**config.mk**
```make
export PLATFORM = sky130hd
export DESIGN_NAME = keyboard_scancode_pulse_link
export DESIGN_NICKNAME = d
export VERILOG_FILES = /design/src/hdl/kspl_pkg.sv /design/src/hdl/keyboard_scancode_pulse_link.sv /design/src/hdl/kspl_walk.sv
export SDC_FILE = /design/constraint.sdc
export NUM_CORES = 1
export LEC_CHECK = 0
export ABC_AREA = 0
export BUFFER_PORTS_ARGS = -buffer_cell sky130_fd_sc_hd__buf_2
export CORE_UTILIZATION = 55
export DETAILED_ROUTE_END_ITERATION = 8
export PLACE_DENSITY = 0.84
export SLEW_MARGIN = 10
export SYNTH_ARGS = -nofsm -noshare
export SYNTH_HDL_FRONTEND = slang
export SYNTH_SLANG_ARGS = --single-unit
```
**constraint.sdc**
```tcl
create_clock -name clk -period 12.6 [get_ports clk]
set_input_delay 1.26 -clock clk [delete_from_list [all_inputs] [get_ports clk]]
set_output_delay 1.26 -clock clk [all_outputs]
set_load 0.03 [all_outputs]
```
**src/hdl/kspl_pkg.sv**
```systemverilog
// Package for the keyboard scancode pulse link: word types, action and
// register codes, reset values of the timing registers. No dependencies.
package kspl_pkg;

	localparam int CODE_BITS_DEF = 9;
	localparam int REG_W = 16;
	localparam int TIME_W = 32;
	localparam int CFG_IDX_W = 3;

	typedef enum logic [1:0] {
		ACT_ACK_LOW  = 2'd0,
		ACT_ACK_HIGH = 2'd1,
		ACT_LOAD     = 2'd2,
		ACT_SAMPLE   = 2'd3
	} action_t;

	localparam logic [CFG_IDX_W-1:0] REG_START_LEN   = 3'd0;
	localparam logic [CFG_IDX_W-1:0] REG_ONE_LEN     = 3'd1;
	localparam logic [CFG_IDX_W-1:0] REG_ZERO_LEN    = 3'd2;
	localparam logic [CFG_IDX_W-1:0] REG_GAP_LEN     = 3'd3;
	localparam logic [CFG_IDX_W-1:0] REG_ACK_MIN_LEN = 3'd4;
	localparam logic [CFG_IDX_W-1:0] REG_LOWER_MIN   = 3'd5;
	localparam logic [CFG_IDX_W-1:0] REG_UPPER_MAX   = 3'd6;

	localparam logic [REG_W-1:0] START_LEN_RST   = 16'd100;
	localparam logic [REG_W-1:0] ONE_LEN_RST     = 16'd56;
	localparam logic [REG_W-1:0] ZERO_LEN_RST    = 16'd38;
	localparam logic [REG_W-1:0] GAP_LEN_RST     = 16'd80;
	localparam logic [REG_W-1:0] ACK_MIN_LEN_RST = 16'd96;
	localparam logic [REG_W-1:0] LOWER_MIN_RST   = 16'd1696;
	localparam logic [REG_W-1:0] UPPER_MAX_RST   = 16'd2296;

	typedef struct packed {
		action_t           action;
		logic [TIME_W-1:0] now;
		logic [8:0]        scancode;
		logic              edge_select_in;
		logic              caps_in;
	} in_word_t;

	typedef struct packed {
		logic cp1_level;
		logic cp1_flag;
		logic edge_select_out;
		logic data_ready_set;
		logic caps_lock;
		logic caps_decided;
	} out_word_t;

	typedef struct packed {
		logic [REG_W-1:0] start_len;
		logic [REG_W-1:0] one_len;
		logic [REG_W-1:0] zero_len;
		logic [REG_W-1:0] gap_len;
	} seg_len_t;

	typedef struct packed {
		logic done;
		logic level;
	} walk_rsp_t;

endpackage

```
**src/hdl/keyboard_scancode_pulse_link.sv**
```systemverilog
// Top level of the keyboard scancode pulse link: link state, timing
// registers, action sequencer and output word. Uses kspl_pkg, kspl_walk.
//
// channel  | signals                       | dir | notes
// in       | in_valid, in_ready, in_data   | in  | one action word
// out      | out_valid, out_ready, out_data| out | one result per action word
// cfg      | cfg_we, cfg_idx, cfg_data     | in  | register write, no wait
//
// An action word is decoded combinationally and registered in the output
// register; a sample during a send first runs the walker (one segment
// boundary per cycle, then the done register).
// Reset clears link state and loads the timing register defaults.
// in_ready is low from acceptance until the result word is taken.
module keyboard_scancode_pulse_link #(
	parameter int CODE_BITS = kspl_pkg::CODE_BITS_DEF
) (
	input  logic                           clk,
	input  logic                           arst_n,
	input  logic                           in_valid,
	output logic                           in_ready,
	input  kspl_pkg::in_word_t             in_data,
	output logic                           out_valid,
	input  logic                           out_ready,
	output kspl_pkg::out_word_t            out_data,
	input  logic                           cfg_we,
	input  logic [kspl_pkg::CFG_IDX_W-1:0] cfg_idx,
	input  logic [kspl_pkg::REG_W-1:0]     cfg_data
);
	import kspl_pkg::*;

	typedef enum logic [2:0] {
		ST_IDLE = 3'b001,
		ST_WALK = 3'b010,
		ST_OUT  = 3'b100
	} state_t;

	state_t            state_q;
	seg_len_t          lens_q;
	logic [REG_W-1:0]  ack_min_q;
	logic [REG_W-1:0]  lower_min_q;
	logic [REG_W-1:0]  upper_max_q;

	logic                 sending_q;
	logic                 timing_valid_q;
	logic [TIME_W-1:0]    start_time_q;
	logic [CODE_BITS-1:0] code_held_q;
	logic                 line_q;
	out_word_t            out_q;

	logic              accept;
	logic [TIME_W-1:0] elapsed;
	logic              walk_start;
	walk_rsp_t         walk_rsp;

	logic              nxt_sending;
	logic              nxt_valid;
	logic              nxt_line;
	logic              nxt_edge;
	logic              nxt_caps;
	logic              nxt_decided;
	logic              nxt_ready;
	logic              clr_start;

	assign accept = in_valid && in_ready;
	assign in_ready = (state_q == ST_IDLE);
	assign out_valid = (state_q == ST_OUT);
	assign out_data = out_q;
	assign elapsed = in_data.now - start_time_q;

	always_comb begin
		nxt_sending = sending_q;
		nxt_valid = timing_valid_q;
		nxt_line = line_q;
		nxt_edge = in_data.edge_select_in;
		nxt_caps = in_data.caps_in;
		nxt_decided = 1'b0;
		nxt_ready = 1'b0;
		clr_start = 1'b0;
		walk_start = 1'b0;
		unique case (in_data.action)
			ACT_ACK_LOW: begin
				if (!timing_valid_q) begin
					nxt_valid = 1'b1;
					nxt_line = 1'b0;
				end
			end
			ACT_ACK_HIGH: begin
				if (!sending_q && timing_valid_q
						&& elapsed > TIME_W'(ack_min_q)) begin
					nxt_caps = (elapsed < TIME_W'(lower_min_q))
						|| (elapsed > TIME_W'(upper_max_q));
					nxt_decided = 1'b1;
				end
				nxt_sending = 1'b0;
				nxt_valid = 1'b0;
				clr_start = 1'b1;
				nxt_edge = 1'b0;
				nxt_line = 1'b1;
			end
			ACT_LOAD: begin
				nxt_sending = 1'b1;
				nxt_valid = 1'b0;
				clr_start = 1'b1;
				nxt_edge = 1'b1;
				nxt_ready = 1'b1;
				nxt_line = 1'b1;
			end
			default: begin
				if (timing_valid_q) begin
					if (!sending_q) begin
						nxt_line = 1'b0;
					end else begin
						walk_start = accept;
					end
				end
			end
		endcase
	end

	kspl_walk #(
		.CODE_BITS(CODE_BITS)
	) u_walk (
		.clk(clk),
		.arst_n(arst_n),
		.start(walk_start),
		.elapsed(elapsed),
		.code(code_held_q),
		.lens(lens_q),
		.rsp(walk_rsp)
	);

	always_ff @(posedge clk or negedge arst_n) begin
		if (!arst_n) begin
			state_q <= ST_IDLE;
			lens_q.start_len <= START_LEN_RST;
			lens_q.one_len <= ONE_LEN_RST;
			lens_q.zero_len <= ZERO_LEN_RST;
			lens_q.gap_len <= GAP_LEN_RST;
			ack_min_q <= ACK_MIN_LEN_RST;
			lower_min_q <= LOWER_MIN_RST;
			upper_max_q <= UPPER_MAX_RST;
			sending_q <= 1'b0;
			timing_valid_q <= 1'b0;
			start_time_q <= '0;
			line_q <= 1'b1;
		end else begin
			if (cfg_we) begin
				unique case (cfg_idx)
					REG_START_LEN:   lens_q.start_len <= cfg_data;
					REG_ONE_LEN:     lens_q.one_len <= cfg_data;
					REG_ZERO_LEN:    lens_q.zero_len <= cfg_data;
					REG_GAP_LEN:     lens_q.gap_len <= cfg_data;
					REG_ACK_MIN_LEN: ack_min_q <= cfg_data;
					REG_LOWER_MIN:   lower_min_q <= cfg_data;
					REG_UPPER_MAX:   upper_max_q <= cfg_data;
					default: ;
				endcase
			end
			unique case (state_q)
				ST_IDLE: begin
					if (accept) begin
						sending_q <= nxt_sending;
						timing_valid_q <= nxt_valid;
						line_q <= nxt_line;
						if (clr_start) begin
							start_time_q <= '0;
						end else if (in_data.action == ACT_ACK_LOW && !timing_valid_q) begin
							start_time_q <= in_data.now;
						end
						state_q <= walk_start ? ST_WALK : ST_OUT;
					end
				end
				ST_WALK: begin
					if (walk_rsp.done) begin
						line_q <= walk_rsp.level;
						state_q <= ST_OUT;
					end
				end
				ST_OUT: begin
					if (out_ready) begin
						state_q <= ST_IDLE;
					end
				end
				default: state_q <= ST_IDLE;
			endcase
		end
	end

	always_ff @(posedge clk) begin
		if (accept) begin
			if (in_data.action == ACT_LOAD) begin
				code_held_q <= CODE_BITS'(in_data.scancode);
			end
			out_q.cp1_level <= nxt_line;
			out_q.cp1_flag <= (nxt_line == nxt_edge);
			out_q.edge_select_out <= nxt_edge;
			out_q.data_ready_set <= nxt_ready;
			out_q.caps_lock <= nxt_caps;
			out_q.caps_decided <= nxt_decided;
		end else if (state_q == ST_WALK && walk_rsp.done) begin
			out_q.cp1_level <= walk_rsp.level;
			out_q.cp1_flag <= (walk_rsp.level == out_q.edge_select_out);
		end
	end

	a_ready_vs_out: assert property (@(posedge clk) disable iff (!arst_n)
		!(in_ready && out_valid))
		else $error("input and output sides open together");

	a_walk_blocks_input: assert property (@(posedge clk) disable iff (!arst_n)
		walk_start |=> !in_ready && !out_valid)
		else $error("walker started but sequencer left the walk state");

	a_load_word: assert property (@(posedge clk) disable iff (!arst_n)
		out_valid && out_data.data_ready_set |->
			out_data.cp1_level && out_data.edge_select_out && !sending_q == 1'b0)
		else $error("load word inconsistent with link state");

	a_caps_on_ack_high: assert property (@(posedge clk) disable iff (!arst_n)
		out_valid && out_data.caps_decided |->
			!out_data.edge_select_out && out_data.cp1_level && !timing_valid_q)
		else $error("caps decided outside an ack-high word");

endmodule

```
**src/hdl/kspl_walk.sv**
```systemverilog
// Timeline walker: one adder and one compare step through the segment
// boundaries, one boundary a cycle. Depends on kspl_pkg.
module kspl_walk #(
	parameter int CODE_BITS = kspl_pkg::CODE_BITS_DEF
) (
	input  logic                        clk,
	input  logic                        arst_n,
	input  logic                        start,
	input  logic [kspl_pkg::TIME_W-1:0] elapsed,
	input  logic [CODE_BITS-1:0]        code,
	input  kspl_pkg::seg_len_t          lens,
	output kspl_pkg::walk_rsp_t         rsp
);
	import kspl_pkg::*;

	localparam int STEP_W = $clog2(2 * CODE_BITS + 1);
	localparam int POS_W = REG_W + STEP_W;
	localparam int BIT_W = (CODE_BITS > 1) ? $clog2(CODE_BITS) : 1;
	localparam logic [STEP_W-1:0] LAST_STEP = STEP_W'(2 * CODE_BITS);

	logic              busy_q;
	logic              done_q;
	logic              level_q;
	logic [TIME_W-1:0] t_q;
	logic [POS_W-1:0]  pos_q;
	logic [STEP_W-1:0] step_q;

	logic [STEP_W-1:0] idx_full;
	logic [BIT_W-1:0]  bit_idx;
	logic [REG_W-1:0]  addend;
	logic [POS_W-1:0]  sum;
	logic              hit;

	always_comb begin
		idx_full = STEP_W'(CODE_BITS - 1) - ((step_q - STEP_W'(1)) >> 1);
		bit_idx = idx_full[BIT_W-1:0];
		if (step_q == '0) begin
			addend = lens.start_len;
		end else if (step_q[0]) begin
			addend = code[bit_idx] ? lens.one_len : lens.zero_len;
		end else begin
			addend = lens.gap_len;
		end
		sum = pos_q + POS_W'(addend);
		hit = t_q < TIME_W'(sum);
	end

	always_ff @(posedge clk or negedge arst_n) begin
		if (!arst_n) begin
			busy_q <= 1'b0;
			done_q <= 1'b0;
			level_q <= 1'b0;
			step_q <= '0;
		end else begin
			done_q <= 1'b0;
			if (start) begin
				busy_q <= 1'b1;
				step_q <= '0;
			end else if (busy_q) begin
				if (hit || step_q == LAST_STEP) begin
					busy_q <= 1'b0;
					done_q <= 1'b1;
					level_q <= hit & step_q[0];
				end else begin
					step_q <= step_q + STEP_W'(1);
				end
			end
		end
	end

	always_ff @(posedge clk) begin
		if (start) begin
			t_q <= elapsed;
			pos_q <= '0;
		end else if (busy_q) begin
			pos_q <= sum;
		end
	end

	assign rsp.done = done_q;
	assign rsp.level = level_q;

endmodule

```
==> impl_metrics.ini <==
[yosys]
synth_compound_area_frac = 0.146
syn_area_per_cell_um2 = 10.6
synth.area.top_cells = dfrtp_1 25%, ha_1 12%, edfxtp_1 11%
yosysWarnings = 0
syn_area_um2 = 13200
yosysUniqueCellTypes = 75
synthSimpleGateAreaFrac = 0.102
synth_most_common_cell = dfrtp_1
synth_top_family_by_area = compound AO/OA/AOI/OAI gates
ys_seq_elements = 226
synth_edf_count = 47
yosysTopAreaCellShare = 0.252
synth_adder_area_share = 0.119
synth_cells = 1252
syn_nets = 1446
synthXorXnorAreaFrac = 0.0411
synthMuxAreaShare = 0.108
synthFlopType = dfrtp_1
yosysSeqAreaShare = 0.440
synth_top_area_cell = dfrtp_1
async_flop_share = 0.699
synth_top_cells_by_count = 133 x dfrtp_1, 123 x ha_1, 106 x inv_1

[cts]
cts.path.max_buffers = 3
cts_sinks = 226
clk_pin_slew_ps = 60
numCtsBuffers = 26
clock_latency_ps = 540
cts_hold_buf = 0
root_buffer = clkbuf_16
post_cts_buffers = 0
cts_resized = 0
cts_tree = done
cts-htree-levels = 1

[setup_path]
worstSetupStartpointType = flop
cpPeakStageDelay_ps = 660
critPathArrivalTime_ps = 8410
path_max_fanout = 16
crit_path_top_delay_cell = o31ai_1
cp_num_buf_inv = 2
crit_type = reg2reg
endpoint_kind = flop
cp_top_family = compound AO/OA/AOI/OAI gates
r2r_slack_ps = 4570
critPathRequiredTime_ps = 12980

[finish]
final_cells = 1662
drive_gt1_frac = 0.208
fillerInstances = 1801
area_growth_pct = 12.5
insertedDiodeCount = 0
final_core_util = 0.631
nets = 1517

[status]
outcome = finished, final reports clean

[timing]
post-route-min-period_ps = 8030
setup_ws_ps = 4570
period_share = 0.638
totalNegativeSetupSlack_ps = 0
maxSlewViolCount = 0
hold_viol = 0
worst_hold_slack_ps = 455
clock.fmax_mhz = 124
slew-limit-headroom = 0.240
rsz0062_at_grt = false
finalSetupViolCount = 0
skew_ps = 14.5
worst_pin_slew_ps = 1140

[place]
dpl.cell_count = 1614
dpl.hpwl_mm = 21.2
port_buffers = 76
dp_worst_setup_slack_ps = 4730
gp_routability_congestion = 0.904

[grt]
overflow = 0
grt_pass1_wl_mm = 48.3
grt_pass1_vias = 9692
grt_max_degree = 106
grt_usage = 0.249
antenna_found_initial = 0

[detailed_routing]
ant_nets = 0
wl_mm = 30.0
avgViaCountPerCell = 5.84
vias = 9708
routedWlPerCell_um = 18.1
drc = 0
drt-pass1-iter-count = 5
dr.first_iter.drc_count = 592

[floorplan]
die_area_um2 = 24700
num_rows = 56
initial_core_util = 0.561
die_x_um = 157
core_area_um2 = 23500
fp.dieH_um = 157
io_pins = 77

[power_and_ir_drop]
p_per_area_nw_per_um2 = 258
leakagePower_nw = 6.61
vdd_drop_max_mv = 0.148

[job]
max_cap_violations = 0

[min_path]
min_path_type = reg2reg
registers in the layout, summed over array words and instances, names as in the netlist:
name and flops:
sending_q 1, code_held_q 9, start_time_q 32, lower_min_q 16
u_walk.done_q 1, out_data 6, ack_min_q 16, u_walk.t_q 32
upper_max_q 16, u_walk.step_q 5, u_walk.pos_q 21, u_walk.level_q 1
timing_valid_q 1, state_q 3, u_walk.busy_q 1, lens_q 64
line_q 1
worst paths after layout:
path / start / to / cells past startpoint
setup / recovery: u_walk.step_q[0]$_DFFE_PN0P_ / u_walk.step_q[2]$_DFFE_PN0P_ / 30
hold / removal: u_walk.done_q$_DFF_PN0_ / state_q[1]$_DFFE_PN0P_ / 1
setup reg to reg: u_walk.step_q[0]$_DFFE_PN0P_ / u_walk.step_q[2]$_DFFE_PN0P_ / 30
hold reg to reg: u_walk.done_q$_DFF_PN0_ / state_q[1]$_DFFE_PN0P_ / 1
max in group asynchronous: arst_n / start_time_q[29]$_DFFE_PN0P_ / 2
min in group asynchronous: arst_n / ack_min_q[4]$_DFFE_PN0P_ / 1
cell type report:
cell class | count | area (um2) | share of cell area
clock inverter | 14 | 161 | 0.0109
tap | 319 | 399 | 0.0268
sequential | 226 | 5820 | 0.391
multi-input combinational | 877 | 6870 | 0.462
inverter | 107 | 402 | 0.0270
clock buffer | 34 | 762 | 0.0513
timing repair buffer | 85 | 454 | 0.0306
cell families (layout without fill, tap and decap cells):
logic type / after synthesis / in the layout
AO/OA/AOI/OAI: 286 / 286
AND/OR/NAND/NOR: 276 / 276
adder cells (fa/ha/maj): 125 / 125
buffers and inverters: 149 / 240
flip-flops: 226 / 226
XOR/XNOR: 62 / 62
multiplexers: 128 / 128
layer usage:
| layer | global-route usage | wire length, um |
|---|---|---|
| met1 | 0.311 | 13000 |
| met2 | 0.443 | 15100 |
| met3 | 0.0319 | 1060 |
| met4 | 0.0878 | 846 |
| met5 | 0 | 0 |
through the flow:
step                area (um2)  power (mW)
global placement         13900        2.88
finish                   14900        3.84
floorplan                13200        2.51
CTS                      14900        3.84
detailed placement       13900        2.99
global route             14900        4.12
report_power, final:
part / internal (mW) / switching (mW) / total, mW
logic: 0.855 / 1.14 / 1.99
clock network: 0.488 / 0.302 / 0.790
registers: 0.940 / 0.120 / 1.06
total: 2.28 / 1.56 / 3.84
cells in the final DEF, fill, tap and decap left out, drive strengths merged, types with 9 or more instances in the layout:
master  Yosys  final
a22o       32     32
o31ai      10     10
nor3       20     20
mux2      101    101
a211oi     11     11
nor2       75     75
nand4      18     18
clkinv      1     12
nor2b      12     12
inv       106    106
a21o       35     35
and2       12     12
nand3      17     17
o21ai      63     63
nand2      76     76
dfstp      25     25
dfrtp     133    133
mux2i      25     25
clkbuf     38     34
ha        123    123
edfxtp     47     47
nor4        9      9
xor2       27     27
o21a       10     10
dfxtp      21     21
xnor2      35     35
a21oi      75     75
buf         4     85
Note: power is estimated with default switching activity, not from simulation.
